File: src/rtl/assert_macros.svh
// ----------------------------------------------------------------------------
// Assertion macros
// Shared assertion forms for the flood forward controller.
// ----------------------------------------------------------------------------
`ifndef ASSERT_MACROS_SVH
`define ASSERT_MACROS_SVH

// The consequent must hold in the same cycle as the antecedent.
`define FFC_ASSERT_SAME(lbl, clk, rst_n, ante, cons) \
  lbl: assert property (@(posedge clk) disable iff (!rst_n) (ante) |-> (cons)) \
    else $error("assertion failed");

// The consequent must hold in the cycle after the antecedent.
`define FFC_ASSERT_NEXT(lbl, clk, rst_n, ante, cons) \
  lbl: assert property (@(posedge clk) disable iff (!rst_n) (ante) |=> (cons)) \
    else $error("assertion failed");

`endif

File: src/rtl/ffc_pkg.sv
// ----------------------------------------------------------------------------
// ffc_pkg
// Types and constants shared by the flood forward controller modules.
// ----------------------------------------------------------------------------
`timescale 1ns / 1ps

package ffc_pkg;

  localparam int ADDR_BITS_DEFAULT = 16;
  localparam int FIELD_ADDR_W      = 16;
  localparam int PADDR_W           = 4;
  localparam int PDATA_W           = 32;

  localparam logic [15:0] NODE_ADDR_RST   = 16'd0;
  localparam logic [15:0] QUEUE_TICKS_RST = 16'd32;
  localparam logic [7:0]  MAX_HOPS_RST    = 8'd16;
  localparam logic        RECV_PRES_RST   = 1'b1;

  typedef enum logic [1:0] {
    OP_RX     = 2'd0,
    OP_SEND   = 2'd1,
    OP_TICK   = 2'd2,
    OP_CANCEL = 2'd3
  } ffc_op_t;

  typedef enum logic [1:0] {
    REG_NODE_ADDR   = 2'd0,
    REG_QUEUE_TICKS = 2'd1,
    REG_MAX_HOPS    = 2'd2,
    REG_RECV_PRES   = 2'd3
  } ffc_reg_t;

  typedef struct packed {
    logic [15:0] node_addr;
    logic [15:0] queue_ticks;
    logic [7:0]  max_hops;
    logic        receiver_present;
  } ffc_cfg_t;

  typedef struct packed {
    logic        deliver;
    logic        queued;
    logic        transmit;
    logic [15:0] tx_originator;
    logic [7:0]  tx_seqno;
    logic [7:0]  tx_hops;
  } ffc_result_t;

  typedef struct packed {
    logic        pending_valid;
    logic        timer_active;
    logic [15:0] timer_left;
  } ffc_status_t;

endpackage

File: src/rtl/flood_forward_controller_unit.sv
// An accepted request is held in the input register, then its result is captured in the result register.
// Throughput: one request per cycle while out_ready takes each result; the input register refills as the
// result register is taken, so both stages move together.
// Reset (synchronous, active low) empties both stages, clears the timer,
// sequence and duplicate state, and loads the register defaults.
// ----------------------------------------------------------------------------
// flood_forward_controller_unit
// Flood relay controller with duplicate suppression and a deferred send timer.
// ----------------------------------------------------------------------------
`timescale 1ns / 1ps
`include "assert_macros.svh"

module flood_forward_controller_unit #(
  parameter int ADDR_BITS = ffc_pkg::ADDR_BITS_DEFAULT
) (
  input  logic                        clk,
  input  logic                        rst_n,
  input  logic                        in_valid,
  output logic                        in_ready,
  input  logic [1:0]                  in_op,
  input  logic [15:0]                 in_originator,
  input  logic [7:0]                  in_orig_seqno,
  input  logic [7:0]                  in_hop_count,
  input  logic                        in_app_accept,
  output logic                        out_valid,
  input  logic                        out_ready,
  output logic                        out_deliver,
  output logic                        out_queued,
  output logic                        out_transmit,
  output logic [15:0]                 out_tx_originator,
  output logic [7:0]                  out_tx_seqno,
  output logic [7:0]                  out_tx_hops,
  input  logic                        psel,
  input  logic                        penable,
  input  logic                        pwrite,
  input  logic [ffc_pkg::PADDR_W-1:0] paddr,
  input  logic [ffc_pkg::PDATA_W-1:0] pwdata,
  output logic [ffc_pkg::PDATA_W-1:0] prdata,
  output logic                        pready
);
  import ffc_pkg::*;

  ffc_cfg_t    cfg;
  ffc_result_t res;
  ffc_status_t status;

  logic        s1_vld_r;
  ffc_op_t     s1_op_r;
  logic [15:0] s1_orig_r;
  logic [7:0]  s1_seq_r;
  logic [7:0]  s1_hops_r;
  logic        s1_acc_r;
  logic        out_vld_r;
  ffc_result_t out_r;
  logic        advance;
  logic        step;

  assign advance  = !out_vld_r || out_ready;
  assign step     = s1_vld_r && advance;
  assign in_ready = !s1_vld_r || advance;

  ffc_cfg_regs u_cfg (
    .clk     (clk),
    .rst_n   (rst_n),
    .psel    (psel),
    .penable (penable),
    .pwrite  (pwrite),
    .paddr   (paddr),
    .pwdata  (pwdata),
    .prdata  (prdata),
    .pready  (pready),
    .cfg     (cfg)
  );

  ffc_core #(
    .ADDR_BITS (ADDR_BITS)
  ) u_core (
    .clk        (clk),
    .rst_n      (rst_n),
    .step       (step),
    .op         (s1_op_r),
    .originator (s1_orig_r),
    .orig_seqno (s1_seq_r),
    .hop_count  (s1_hops_r),
    .app_accept (s1_acc_r),
    .cfg        (cfg),
    .res        (res),
    .status     (status)
  );

  always_ff @(posedge clk) begin
    if (!rst_n) begin
      s1_vld_r  <= 1'b0;
      out_vld_r <= 1'b0;
    end else begin
      if (in_ready) begin
        s1_vld_r <= in_valid;
      end
      if (advance) begin
        out_vld_r <= s1_vld_r;
      end
    end
  end

  always_ff @(posedge clk) begin
    if (in_valid && in_ready) begin
      s1_op_r   <= ffc_op_t'(in_op);
      s1_orig_r <= in_originator;
      s1_seq_r  <= in_orig_seqno;
      s1_hops_r <= in_hop_count;
      s1_acc_r  <= in_app_accept;
    end
    if (step) begin
      out_r <= res;
    end
  end

  assign out_valid         = out_vld_r;
  assign out_deliver       = out_r.deliver;
  assign out_queued        = out_r.queued;
  assign out_transmit      = out_r.transmit;
  assign out_tx_originator = out_r.tx_originator;
  assign out_tx_seqno      = out_r.tx_seqno;
  assign out_tx_hops       = out_r.tx_hops;

  `FFC_ASSERT_NEXT(a_queue_arms_timer, clk, rst_n, step && res.queued, status.timer_active)
  `FFC_ASSERT_NEXT(a_send_clears_pending, clk, rst_n, step && res.transmit,
    !status.pending_valid)
  `FFC_ASSERT_SAME(a_timer_left_tracks_active, clk, rst_n, 1'b1,
    status.timer_active == (status.timer_left != 16'd0))

endmodule

File: src/rtl/ffc_cfg_regs.sv
// ----------------------------------------------------------------------------
// ffc_cfg_regs
// APB register file holding the controller configuration.
// ----------------------------------------------------------------------------
`timescale 1ns / 1ps

module ffc_cfg_regs (
  input  logic                        clk,
  input  logic                        rst_n,
  input  logic                        psel,
  input  logic                        penable,
  input  logic                        pwrite,
  input  logic [ffc_pkg::PADDR_W-1:0] paddr,
  input  logic [ffc_pkg::PDATA_W-1:0] pwdata,
  output logic [ffc_pkg::PDATA_W-1:0] prdata,
  output logic                        pready,
  output ffc_pkg::ffc_cfg_t           cfg
);
  import ffc_pkg::*;

  ffc_cfg_t cfg_r;
  ffc_cfg_t cfg_nxt;
  ffc_reg_t reg_idx;
  logic     wr_en;

  assign reg_idx = ffc_reg_t'(paddr[PADDR_W-1:2]);
  assign wr_en   = psel && penable && pwrite && pready;
  assign pready  = 1'b1;
  assign cfg     = cfg_r;

  always_comb begin
    cfg_nxt = cfg_r;
    if (wr_en) begin
      case (reg_idx)
        REG_NODE_ADDR:   cfg_nxt.node_addr        = pwdata[15:0];
        REG_QUEUE_TICKS: cfg_nxt.queue_ticks      = pwdata[15:0];
        REG_MAX_HOPS:    cfg_nxt.max_hops         = pwdata[7:0];
        REG_RECV_PRES:   cfg_nxt.receiver_present = pwdata[0];
        default:         cfg_nxt = cfg_r;
      endcase
    end
  end

  always_comb begin
    case (reg_idx)
      REG_NODE_ADDR:   prdata = PDATA_W'(cfg_r.node_addr);
      REG_QUEUE_TICKS: prdata = PDATA_W'(cfg_r.queue_ticks);
      REG_MAX_HOPS:    prdata = PDATA_W'(cfg_r.max_hops);
      REG_RECV_PRES:   prdata = PDATA_W'(cfg_r.receiver_present);
      default:         prdata = '0;
    endcase
  end

  always_ff @(posedge clk) begin
    if (!rst_n) begin
      cfg_r.node_addr        <= NODE_ADDR_RST;
      cfg_r.queue_ticks      <= QUEUE_TICKS_RST;
      cfg_r.max_hops         <= MAX_HOPS_RST;
      cfg_r.receiver_present <= RECV_PRES_RST;
    end else begin
      cfg_r <= cfg_nxt;
    end
  end

endmodule

File: src/rtl/ffc_core.sv
// ----------------------------------------------------------------------------
// ffc_core
// Duplicate check, relay queueing and send timer for one request per cycle while step is high.
// ----------------------------------------------------------------------------
`timescale 1ns / 1ps

module ffc_core #(
  parameter int ADDR_BITS = ffc_pkg::ADDR_BITS_DEFAULT
) (
  input  logic                   clk,
  input  logic                   rst_n,
  input  logic                   step,
  input  ffc_pkg::ffc_op_t       op,
  input  logic [15:0]            originator,
  input  logic [7:0]             orig_seqno,
  input  logic [7:0]             hop_count,
  input  logic                   app_accept,
  input  ffc_pkg::ffc_cfg_t      cfg,
  output ffc_pkg::ffc_result_t   res,
  output ffc_pkg::ffc_status_t   status
);
  import ffc_pkg::*;

  localparam int AW = (ADDR_BITS < FIELD_ADDR_W) ? ADDR_BITS : FIELD_ADDR_W;

  logic [7:0]    own_seq_r,   own_seq_nxt;
  logic [AW-1:0] last_orig_r, last_orig_nxt;
  logic [7:0]    last_seq_r,  last_seq_nxt;
  logic          pend_vld_r,  pend_vld_nxt;
  logic [AW-1:0] pend_orig_r, pend_orig_nxt;
  logic [7:0]    pend_seq_r,  pend_seq_nxt;
  logic [7:0]    pend_hops_r, pend_hops_nxt;
  logic [7:0]    heard_r,     heard_nxt;
  logic [15:0]   left_r,      left_nxt;
  logic          active_r,    active_nxt;

  logic [AW-1:0] orig_m;
  logic [AW-1:0] me;
  logic [15:0]   arm_ticks;
  logic          dup;

  assign orig_m    = originator[AW-1:0];
  assign me        = cfg.node_addr[AW-1:0];
  assign arm_ticks = (cfg.queue_ticks == 16'd0) ? 16'd1 : cfg.queue_ticks;
  assign dup       = (orig_m == last_orig_r) && (orig_seqno <= last_seq_r);

  assign status.pending_valid = pend_vld_r;
  assign status.timer_active  = active_r;
  assign status.timer_left    = left_r;

  always_comb begin
    own_seq_nxt   = own_seq_r;
    last_orig_nxt = last_orig_r;
    last_seq_nxt  = last_seq_r;
    pend_vld_nxt  = pend_vld_r;
    pend_orig_nxt = pend_orig_r;
    pend_seq_nxt  = pend_seq_r;
    pend_hops_nxt = pend_hops_r;
    heard_nxt     = heard_r;
    left_nxt      = left_r;
    active_nxt    = active_r;
    res           = '0;
    case (op)
      OP_RX: begin
        if (heard_r != 8'hFF) begin
          heard_nxt = heard_r + 8'd1;
        end
        if (cfg.receiver_present && !dup) begin
          res.deliver = 1'b1;
          if (app_accept && (hop_count < cfg.max_hops)) begin
            if (!pend_vld_r) begin
              pend_orig_nxt = orig_m;
              pend_seq_nxt  = orig_seqno;
              pend_hops_nxt = hop_count + 8'd1;
              pend_vld_nxt  = 1'b1;
            end
            heard_nxt     = 8'd0;
            left_nxt      = arm_ticks;
            active_nxt    = 1'b1;
            res.queued    = 1'b1;
            last_orig_nxt = orig_m;
            last_seq_nxt  = orig_seqno;
          end
        end
      end
      OP_SEND: begin
        own_seq_nxt   = own_seq_r + 8'd1;
        pend_orig_nxt = me;
        pend_seq_nxt  = own_seq_nxt;
        pend_hops_nxt = 8'd0;
        pend_vld_nxt  = 1'b1;
        last_orig_nxt = me;
        last_seq_nxt  = own_seq_nxt;
        heard_nxt     = 8'd0;
        left_nxt      = arm_ticks;
        active_nxt    = 1'b1;
        res.queued    = 1'b1;
      end
      OP_TICK: begin
        if (active_r) begin
          if (left_r <= 16'd1) begin
            if (heard_r != 8'd0) begin
              heard_nxt  = 8'd0;
              left_nxt   = arm_ticks;
              active_nxt = 1'b1;
            end else begin
              active_nxt = 1'b0;
              left_nxt   = 16'd0;
              if (pend_vld_r) begin
                res.transmit      = 1'b1;
                res.tx_originator = FIELD_ADDR_W'(pend_orig_r);
                res.tx_seqno      = pend_seq_r;
                res.tx_hops       = pend_hops_r;
                pend_vld_nxt      = 1'b0;
              end
            end
          end else begin
            left_nxt = left_r - 16'd1;
          end
        end
      end
      OP_CANCEL: begin
        active_nxt = 1'b0;
        left_nxt   = 16'd0;
      end
      default: begin
        res = '0;
      end
    endcase
  end

  always_ff @(posedge clk) begin
    if (!rst_n) begin
      own_seq_r   <= '0;
      last_orig_r <= '0;
      last_seq_r  <= '0;
      pend_vld_r  <= 1'b0;
      heard_r     <= '0;
      left_r      <= '0;
      active_r    <= 1'b0;
    end else if (step) begin
      own_seq_r   <= own_seq_nxt;
      last_orig_r <= last_orig_nxt;
      last_seq_r  <= last_seq_nxt;
      pend_vld_r  <= pend_vld_nxt;
      heard_r     <= heard_nxt;
      left_r      <= left_nxt;
      active_r    <= active_nxt;
    end
  end

  always_ff @(posedge clk) begin
    if (step) begin
      pend_orig_r <= pend_orig_nxt;
      pend_seq_r  <= pend_seq_nxt;
      pend_hops_r <= pend_hops_nxt;
    end
  end

endmodule
File: config.mk
export PLATFORM = sky130hd
export DESIGN_NAME = flood_forward_controller_unit
export DESIGN_NICKNAME = d
export VERILOG_FILES = /design/src/rtl/ffc_pkg.sv /design/src/rtl/flood_forward_controller_unit.sv /design/src/rtl/ffc_cfg_regs.sv /design/src/rtl/ffc_core.sv
export VERILOG_INCLUDE_DIRS = /design/src /design/src/rtl
export SDC_FILE = /design/constraint.sdc
export NUM_CORES = 1
export LEC_CHECK = 0
export BUFFER_PORTS_ARGS = -buffer_cell sky130_fd_sc_hd__buf_2
export CAP_MARGIN = 20
export CORE_ASPECT_RATIO = 0.8
export CORE_MARGIN = 1.5
export CORE_UTILIZATION = 60
export DETAILED_ROUTE_END_ITERATION = 10
export PLACE_DENSITY = 0.82
export SETUP_SLACK_MARGIN = 0.15
export SLEW_MARGIN = 20
export SYNTH_ARGS = -nofsm -noshare
export SYNTH_HDL_FRONTEND = slang
export SYNTH_SLANG_ARGS = --single-unit
File: constraint.sdc
create_clock -name clk -period 8.2 [get_ports clk]
set_input_delay 1.64 -clock clk [delete_from_list [all_inputs] [get_ports clk]]
set_output_delay 1.64 -clock clk [all_outputs]
set_load 0.05 [all_outputs]
-- Yosys cells after proc, flatten, opt, wreduce, memory -nomap -nowiden
Cells that the tools add are included.
- bits in registers: 203
- input port bits: 78
- word-level logic and storage cells: 131
- add/sub/neg operators: 4
- magnitude comparators: 3
- equal/unequal tests: 15
- mux-type cells: 47
- bitwise gates (word level): 4
- reductions and logical operators: 31
- operators by type and width (kind ; count):
    16-bit two-way mux ; 11
    32-bit case mux with 4 select lines ; 1
    8-bit two-way mux ; 14
    16-bit case mux with 2 select lines ; 2
    16-bit case mux with 4 select lines ; 1
    8-bit case mux with 2 select lines ; 3
    33-bit two-way mux ; 1
    8-bit by 1-bit adder with 8-bit output, second input constant ; 3
    8-bit case mux with 3 select lines ; 1
    16-bit equality test ; 1
    16-bit by 1-bit less-or-equal comparator with 1-bit output, second input constant ; 1
    16-bit zero test ; 1
    16-bit by 1-bit subtractor with 16-bit output, second input constant ; 1
    2-bit by 1-bit != test with 1-bit output, second input constant ; 5
    2-bit AND reduction ; 5
    5-bit AND reduction ; 2
    1-bit two-way mux ; 9
    2-bit equality test, second input constant ; 4
    8-bit less-or-equal comparator ; 1
    8-bit < comparator ; 1
    8-bit != test, second input constant ; 1
    4-bit AND reduction ; 2
    8-bit nonzero test ; 1
    1-bit logical AND ; 7
    other kinds (16) ; 25

-- Depth between registers and ports, before layout
Gate-level depths: netlist (run 1).
- depth after elaboration: 6
- mapped depth: 12
- gate-level depth less buffers: 9

-- By module
Synthesis (run 1) repeated with hierarchy kept, for this count alone.
- cells, all modules: 904
- area total of the unflattened synthesis: 9755.6 µm²
- modules (own cells, without submodules) (module ; instances ; cells an instance ; area an instance (µm²) ; seq. area each (µm²)):
    ffc_core ; 1 ; 604 ; 5489.0 ; 2122.0
    flood_forward_controller_unit ; 1 ; 79 ; 2205.9 ; 2142.1
    ffc_cfg_regs ; 1 ; 221 ; 2060.7 ; 820.8

-- Least setup slack after synthesis (run 1)
Ideal clock, no wire load.
- kind: input port to output port
- start: input port paddr[2] (netlist name)
- end: output port prdata[6] (netlist name)
- arrival time: 3.742 ns
- path slack: 2.818 ns
- cell stages on the path: 4
- cells stage by stage: buf_1 > clkbuf_1 > mux2i_1 > o21ai_0
- cells in the longest elaborated chain, start to end: 2
- RTL lines (item ; line ; RTL):
    from (decl) ; flood_forward_controller_unit.sv:36 ; input logic [ffc_pkg::PADDR_W-1:0] paddr,
    2-bit equality test (tied with other cells) ; ffc_cfg_regs.sv:45 ; case (reg_idx)
    32-bit case mux with 4 select lines (*) ; ffc_cfg_regs.sv:45 ;
    to (decl) ; flood_forward_controller_unit.sv:38 ; output logic [ffc_pkg::PDATA_W-1:0] prdata,
Mark *: on every way between the ends. The rest lies on a longest branch, timed or not. The select of a mux whose other input is x is not followed.

-- Worst setup path after layout (run 1)
- start: input port paddr[3] (netlist name)
- end: output port prdata[1] (netlist name)
Same word-level chain as after synthesis.

==> results.json, run 1 <==
{
  "status": "finished clean",
  "synth-seq-cells": 203,
  "num_vias": 6667,
  "grt_max_degree": 88,
  "drtIter0Drc": 745,
  "cp-startpoint": "paddr[3]",
  "drive_gt1_share_pct": 18.8,
  "rsz0062_at_grt": "false",
  "ioPinCount": 148,
  "dp_slack_ps": 3420,
  "drtAntennaViolNets": 0,
  "met2_usage_pct": 39.8,
  "synth_top_cell_area_share_pct": 33.5,
  "finClkSkew_ps": 12.1,
  "setup_viol_count_final": 0,
  "rows": 40,
  "r2r_start": "u_cfg.cfg[7]",
  "fp.dieW_um": 141,
  "clk_latency_ps": 490,
  "diodes": 0,
  "wirelength_um": 19900,
  "hold_viol_final": 0,
  "timing.final.ws_setup_ps": 3410,
  "hold_ws_ps": 476,
  "yosysUniqueCellTypes": 62,
  "crit_end": "prdata[1]",
  "antenna_found_initial": 0,
  "worst_ep_required_time_ps": 6560,
  "via_per_inst": 5.69,
  "ys_warn_count": 0,
  "drt-wirelength-per-cell_um": 17.0,
  "arrival_ps": 3150,
  "syn_area_per_cell_sq_um": 10.6,
  "use_met3_pct": 4.07,
  "ctsHoldBuffers": 0,
  "ys_async_sr_fraction_pct": 0,
  "final_max_slew_viol_count": 0,
  "synth_area_leaders": "edfxtp_1 (33%), dfxtp_1 (22%), mux2i_1 (5.3%)",
  "grt_pass1_vias": 6038,
  "ff2ff_path_depth": 10,
  "fin_setup_tns_ps": 0,
  "synth_top_area_cell": "edfxtp_1",
  "period_share_pct": 58.4,
  "power_density_nw_per_um2": 217,
  "cts_setup_buffers": 0,
  "grt-ovfl-total": 0,
  "synth_cells": 866,
  "cts_max_level": 1,
  "start_util_pct": 61.1,
  "synth_most_common_cell": "edfxtp_1",
  "synthTopCellsByCount": "edfxtp_1 (102), dfxtp_1 (101), nor2_1 (98)",
  "critPathKind": "in -> out",
  "drc": 0,
  "port_buffers": 112,
  "numCtsBuffers": 20,
  "synthFlopType": "edfxtp_1",
  "cts_tree": "yes",
  "setup.worst_path.start_class": "primary input",
  "fin_nets": 1071,
  "synth_edf_count": 102,
  "slew-limit-headroom_pct": 34.8,
  "syn_to_final_growth_pct": 14.7,
  "clockBufferDepth": 3,
  "worstMarginPinSlew_ps": 974,
  "cts_sinks": 203,
  "p_leak_nw": 4.16,
  "grt_pass1_wl_um": 31400,
  "ys_seq_area_share_pct": 55.6,
  "root_buffer": "clkbuf_16",
  "gp_congestion": 0.857,
  "clk_pin_slew_ps": 60,
  "end_kind": "output port",
  "cap_violations": 0,
  "drtPass1Iterations": 6,
  "grt_usage_pct": 25.0,
  "die_h_um": 113,
  "grtUsageMet1_pct": 35.6,
  "rr_endpoint": "u_core.pend_orig_r[9]",
  "cts_resized": 0,
  "dp_hpwl_um": 13300,
  "post-route-util_pct": 70.2,
  "ff2ff_setup_slack_ps": 5030,
  "irDropWorstVdd_mv": 0.184,
  "core_area_sq_um": 15000,
  "max_freq_mhz": 209,
  "hold_class": "reg -> reg",
  "post-route-min-period_ps": 4790,
  "netlist_area_sq_um": 9150,
  "die_area_sq_um": 16000,
  "grt.busiest_layer": "met2",
  "crit_fanout": 22
}
-- cell type report --
| cell class | count | area (sq um) |
|---|---|---|
| flip-flops and latches | 203 | 5080 |
| clock inverters | 11 | 111 |
| multi-input cells | 593 | 3750 |
| clock buffers | 25 | 551 |
| well taps | 189 | 236 |
| inverters | 28 | 106 |
| repair buffers | 122 | 656 |
| fillers | 1114 | 4470 |
-- where the power goes --
| part | total, W | internal, W | switching [W] |
|---|---|---|---|
| combinational | 0.000239 | 0.0000786 | 0.000161 |
| sequential | 0.00112 | 0.00110 | 0.0000223 |
| clock | 0.000916 | 0.000542 | 0.000374 |
| total | 0.00228 | 0.00172 | 0.000557 |
-- cells in the final DEF (no fill, tap or decap), drive strengths merged, types with 4 or more instances in the layout --
cell / n
a211oi: 6
a21oi: 53
a221oi: 5
a22oi: 5
a32o: 4
and2: 35
and3: 4
buf: 122
clkbuf: 25
clkinv: 9
conb: 17
dfxtp: 101
edfxtp: 102
ha: 25
inv: 27
mux2: 17
mux2i: 48
nand2: 96
nand3: 22
nand4: 7
nor2: 98
nor2b: 9
nor3: 16
nor4: 9
o21ai: 25
xnor2: 25
xor2: 18
-- kinds of logic after synthesis --
| logic type | after synthesis | share of synthesized area, % |
|---|---|---|
| AND/OR/NAND/NOR | 318 | 16.5 |
| flip-flops | 203 | 55.6 |
| AO/OA/AOI/OAI | 124 | 8.45 |
| buffers and inverters | 85 | 4.27 |
| multiplexers | 66 | 7.59 |
| XOR/XNOR | 43 | 4.12 |
| adder cells (fa/ha/maj) | 25 | 3.42 |
| other | 2 | 0.0821 |
-- metrics by stage --
| stage | total power [W] | instances | instance area (sq um) |
|---|---|---|---|
| final | 0.00228 | 1171 | 10500 |
| after global routing | 0.00236 | 1171 | 10500 |
| after CTS | 0.00228 | 1170 | 10500 |
| after detailed placement | 0.00138 | 1134 | 9810 |
| after global placement | 0.00137 | 1134 | 9810 |
| after floorplan | 0.00132 | 881 | 9210 |
-- how the worst min path moves through the flow --
stage	start	to	slack, ps	cells after the start
2_1_floorplan	u_core.last_seq_r[1]	u_core.last_seq_r[1]	440	2
3_3_place_gp	u_cfg.cfg[36]	u_cfg.cfg[36]	460	2
3_5_place_dp	u_core.last_seq_r[1]	u_core.last_seq_r[1]	460	2
4_1_cts	u_cfg.cfg[39]	u_cfg.cfg[39]	480	2
5_1_grt	u_cfg.cfg[39]	u_cfg.cfg[39]	500	2
6_report	u_cfg.cfg[33]	u_cfg.cfg[33]	480	2
-- critical path, stage by stage --
cell,delay (ps)
buf_2,350
nor2b_1,540
nand2_1,110
o21ai_0,170
buf_2,340
-- sequential cells by signal, indices dropped and copies added, names as in the netlist, 2 cells and up --
signal / cells
out_tx_hops: 8
u_core.last_orig_r: 16
s1_op_r: 2
u_core.pend_orig_r: 16
u_core.heard_r: 8
s1_hops_r: 8
out_tx_seqno: 8
u_core.pend_hops_r: 8
out_tx_originator: 16
s1_orig_r: 16
u_core.pend_seq_r: 8
s1_seq_r: 8
u_core.left_r: 16
u_cfg.cfg: 41
u_core.own_seq_r: 8
u_core.last_seq_r: 8
-- metal layers --
| metal | share of wire [%] | wire length [um] |
|---|---|---|
| met3 | 7.9 | 1580 |
| met1 | 44 | 8720 |
| met5 | 0 | 0 |
| met4 | 2.8 | 560 |
| met2 | 45 | 9060 |
No activity file was read; power rests on OpenSTA's default activity.
==> inputs of run 2 (changes only) <==
- ABC_AREA: unset -> 1
- CORE_UTILIZATION: 60 -> 52
- PLACE_DENSITY: 0.82 -> 0.75
- clock period: 8.2 -> 3.9 ns (I/O delays scaled with it)
==> results.json, run 2 <==
{
  "status": "finished clean",
  "final_cell_mix": "nor2_1 (176), nand2_1 (163), inv_1 (156)",
  "fin_setup_tns_ps": 0,
  "period_share_pct": 74.1,
  "start_util_pct": 53.6,
  "cp_slowest_cell": "nor2_2",
  "fin_nets": 1358,
  "rsz0062_at_grt": "false",
  "drc": 0,
  "p_leak_nw": 4.89,
  "cpMostUsedCell": "buf_2",
  "end_kind": "output port",
  "dp_slack_ps": 1060,
  "hold_class": "in -> reg",
  "ys_warn_count": 0,
  "worstMarginPinSlew_ps": 819,
  "synthTopCellsByCount": "nor2_1 (176), nand2_1 (164), inv_1 (156)",
  "core_area_sq_um": 18300,
  "critPathKind": "in -> out",
  "antenna_found_initial": 0,
  "irDropWorstVdd_mv": 0.263,
  "num_vias": 7813,
  "ys_async_sr_fraction_pct": 0,
  "arrival_ps": 2110,
  "final_common_cell": "nor2_1",
  "synthFlopType": "edfxtp_1",
  "post-route-util_pct": 61.1,
  "syn_to_final_growth_pct": 14.2,
  "wirelength_um": 22200,
  "syn_area_per_cell_sq_um": 8.46,
  "root_buffer": "clkbuf_16",
  "ys_seq_area_share_pct": 51.9,
  "clk_pin_slew_ps": 60,
  "final_max_slew_viol_count": 0,
  "drt-wirelength-per-cell_um": 14.5,
  "slew-limit-headroom_pct": 45.4,
  "die_h_um": 126,
  "crit_buf_inv": 3,
  "cp_cell_sequence": "buf_2 > nor2_2 > inv_2 > o22ai_1 > buf_2",
  "gp_congestion": 0.881,
  "grt-ovfl-total": 0,
  "drtAntennaViolNets": 0,
  "yosysUniqueCellTypes": 43,
  "cts_resized": 0,
  "synth_most_common_cell": "nor2_1",
  "hold_viol_final": 0,
  "synth_top_cell_area_share_pct": 31.3,
  "synth_area_leaders": "edfxtp_1 (31%), dfxtp_1 (21%), nor2_1 (6.7%)",
  "ioPinCount": 148,
  "cap_violations": 0,
  "grt_usage_pct": 22.3,
  "cts_sinks": 203,
  "cp_slowest_stage_delay_ps": 380,
  "worst_ep_required_time_ps": 3120,
  "synth-seq-cells": 203,
  "max_freq_mhz": 346,
  "die_area_sq_um": 19700,
  "synth_edf_count": 102,
  "cts_setup_buffers": 0,
  "cts_max_level": 1,
  "post-route-min-period_ps": 2890,
  "clockBufferDepth": 3,
  "diodes": 0,
  "dp_hpwl_um": 15200,
  "grt_pass1_wl_um": 34900,
  "largest_reg_flops": 41,
  "synth_top_area_cell": "edfxtp_1",
  "setup_viol_count_final": 0,
  "timing.final.ws_setup_ps": 1010,
  "setup.worst_path.start_class": "primary input",
  "cp_top_family": "buffers and inverters",
  "power_w": 0.00508,
  "drive_gt1_share_pct": 16.6,
  "numCtsBuffers": 21,
  "grt_pass1_vias": 6979,
  "via_per_inst": 5.13,
  "ctsHoldBuffers": 0,
  "netlist_area_sq_um": 9790,
  "port_buffers": 112,
  "rows": 44,
  "ff2ff_setup_slack_ps": 1250,
  "crit_fanout": 9,
  "grt_max_degree": 83,
  "finClkSkew_ps": 8.78,
  "drtPass1Iterations": 6,
  "fp.dieW_um": 156,
  "drtIter0Drc": 732,
  "synth_cells": 1157,
  "cts_tree": "yes",
  "hold_ws_ps": 456,
  "clk_latency_ps": 500,
  "power_density_nw_per_um2": 454
}
run 2: cell count changes in the layout (fill, tap and decap cells not counted), sizes merged, moves of 17 or more:
| cell | delta |
|---|---|
| a21oi | +40 |
| inv | +137 |
| and2 | -34 |
| nand3 | +34 |
| mux2i | -48 |
| o21ai | +58 |
| mux2 | -17 |
| nor2 | +98 |
| nand2 | +74 |
run 2: area by class of cell:
cell class              count  area, sq um
clock buffers              31          613
clock inverters             7         63.8
fillers                  1555         7100
inverters                 163          612
multi-input cells         744         3840
flip-flops and latches    203         5080
well taps                 253          317
repair buffers            122          643
run 2: power breakdown:
part | total (W) | switching (W) | internal, W
logic | 0.000701 | 0.000480 | 0.000222
clock network | 0.00198 | 0.000819 | 0.00116
registers | 0.00240 | 0.0000612 | 0.00234
run 2: cell families after synthesis:
group           share of synthesized area (%)
fa+ha+maj                                3.20
simple gates                             21.3
buf+inv                                  9.51
flops                                    51.9
xor+xnor                                 2.33
compound gates                           11.6
other cells                            0.0767
run 2: layer usage:
| layer | GRT usage [%] | vias to the layer above | share of wire (%) |
|---|---|---|---|
| met5 | 0 | - | 0 |
| met2 | 35.1 | 255 | 45 |
| met1 | 31.0 | 3578 | 46 |
| met3 | 3.68 | 49 | 5.6 |
| met4 | 8.35 | 0 | 3.6 |
| li1 | - | 3931 | - |
run 2: worst reg2reg max path, stage by stage, from the launching register on:
cell      delay [ps]
edfxtp_1         420
ha_1             340
nand2_1           80
nand2_1           40
nor2_1            80
and3_1           150
nand2_1          120
nor2_1           110
nand3_1          130
nand2_2           90
buf_4            650
nand2_1          160
nand2_1          100
nand2_1           50
nor2_1            80
run 2: worst paths after layout:
check                  startpoint                    to  cells past startpoint
max                      paddr[3]            prdata[12]                      5
min              in_orig_seqno[2]           s1_seq_r[2]                      1
max reg2reg          s1_hops_r[7]      u_core.left_r[0]                     14
min reg2reg  u_core.last_seq_r[2]  u_core.last_seq_r[2]                      2
run 2: through the flow:
| step | std cells | instance area (sq um) |
|---|---|---|
| after CTS | 1522 | 11200 |
| after detailed placement | 1484 | 10500 |
| after floorplan | 1172 | 9850 |
| after global routing | 1523 | 11200 |
| final | 1523 | 11200 |
| after global placement | 1484 | 10500 |
==> inputs of run 3 (changes only) <==
- ABC_AREA: 1 -> 0
- CORE_UTILIZATION: 52 -> 57
- PLACE_DENSITY: 0.75 -> 0.78
- clock period: 3.9 -> 2.92 ns (I/O delays scaled with it)
==> results.json, run 3 (same netlist as run 1, synthesis figures left out) <==
{
  "syn_to_final_growth_pct": 17.4,
  "start_util_pct": 58.1,
  "finClkSkew_ps": 17.2,
  "drt-wirelength-per-cell_um": 16.9,
  "max_freq_mhz": 374,
  "grt-ovfl-total": 0,
  "worstMarginPinSlew_ps": 726,
  "diodes": 0,
  "setup.worst_path.start_class": "register",
  "critPathKind": "reg -> reg",
  "hold_viol_final": 0,
  "whs_path_depth": 1,
  "cts_resized": 0,
  "cp-startpoint": "u_core.left_r[7]",
  "core_area_sq_um": 15700,
  "grt_max_degree": 45,
  "cts_setup_buffers": 0,
  "seqPwrFrac_pct": 48.6,
  "die_h_um": 116,
  "comb_power_share_pct": 10.8,
  "p_leak_nw": 4.25,
  "slew-limit-headroom_pct": 51.4,
  "final_common_cell": "buf_2",
  "root_buffer": "clkbuf_16",
  "r2r_start": "u_core.left_r[7]",
  "ioPinCount": 148,
  "dp_hpwl_um": 14100,
  "setup_viol_count_final": 0,
  "p_int_w": 0.00488,
  "cp_slowest_cell": "or4_4",
  "crit_fanout": 7,
  "port_buffers": 112,
  "worst_ep_required_time_ps": 3310,
  "end_kind": "register",
  "gp_congestion": 0.962,
  "clockBufferDepth": 3,
  "pwr-share-clk_pct": 40.5,
  "cts_tree": "yes",
  "die_area_sq_um": 16800,
  "via_per_inst": 5.51,
  "grt_pass1_wl_um": 32300,
  "cp_cell_sequence": "or4_4 > or2_1 > o41a_1 > or2_4 > or4b_1 > o21ai_1 > nor2_1",
  "power_density_nw_per_um2": 603,
  "drtIter0Drc": 550,
  "num_vias": 6697,
  "final_cell_mix": "buf_2 (112), edfxtp_1 (102), dfxtp_1 (101)",
  "sw_frac_of_total_pct": 24.6,
  "wirelength_um": 20600,
  "rows": 41,
  "cap_violations": 0,
  "post-route-min-period_ps": 2680,
  "largest_reg_flops": 41,
  "numCtsBuffers": 21,
  "ff2ff_path_depth": 7,
  "grt_usage_pct": 25.0,
  "clk_latency_ps": 500,
  "fin_nets": 1089,
  "ctsHoldBuffers": 0,
  "min_from": "in_op[1]",
  "fin_setup_tns_ps": 0,
  "cts_sinks": 203,
  "status": "finished clean",
  "drtAntennaViolNets": 0,
  "cts_max_level": 1,
  "drive_gt1_share_pct": 21.2,
  "final_max_slew_viol_count": 0,
  "grt_pass1_vias": 6277,
  "period_share_pct": 91.6,
  "hold_ws_ps": 259,
  "drc": 0,
  "cp_slowest_stage_delay_ps": 550,
  "arrival_ps": 3060,
  "clk_pin_slew_ps": 60,
  "fp.dieW_um": 145,
  "rsz0062_at_grt": "true",
  "irDropWorstVdd_mv": 0.474,
  "post-route-util_pct": 68.2,
  "hold_class": "in -> reg",
  "antenna_found_initial": 0,
  "drtPass1Iterations": 5,
  "netSwitchingPower_w": 0.00159,
  "n_fill_cell": 1186,
  "ff2ff_setup_slack_ps": 240
}
==> run 3: metal layers <==
layer  GRT usage (%)  routed length (um)
met5               0                   0
met1            35.6                9390
met2            39.2                9130
met3            3.24                1380
met4            9.76                 683
==> run 3: area by class of cell <==
type	instances	area, sq um	area share [%]
well taps	215	269	2.50
clock buffers	28	572	5.32
clock inverters	9	97.6	0.908
repair buffers	139	821	7.64
inverters	28	110	1.02
flip-flops and latches	203	5080	47.3
multi-input cells	593	3790	35.3
==> run 3: final timing paths <==
check,endpoint
setup / recovery,u_core.heard_r[6]
hold / removal,s1_op_r[1]
setup reg to reg,u_core.heard_r[6]
hold reg to reg,u_cfg.cfg[36]
==> run 3: power groups by stage <==
| stage | clock [W] | combinational, W | sequential [W] |
|---|---|---|---|
| floorplan | 0 | 0.000462 | 0.00324 |
| global placement | 0 | 0.000678 | 0.00321 |
| detailed placement | 0 | 0.000688 | 0.00321 |
| CTS | 0.00266 | 0.000695 | 0.00315 |
| global route | 0.00277 | 0.000767 | 0.00316 |
| finish | 0.00262 | 0.000702 | 0.00315 |
==> run 3: worst max-delay path: cells and delay by family, from the launching register on <==
kind / cells / cell delay (ps)
AO/OA/AOI/OAI: 2 / 510
flip-flops: 1 / 350
AND/OR/NAND/NOR: 5 / 1700
==> run 3: through the flow <==
stage	instance area, sq um	total power, W	std cells	setup slack (ps)
5_1_grt	10700	0.00669	1215	135
4_1_cts	10700	0.00650	1214	150
3_5_place_dp	10000	0.00390	1177	183
3_3_place_gp	10000	0.00388	1177	188
2_1_floorplan	9260	0.00371	881	156
6_report	10700	0.00647	1215	245
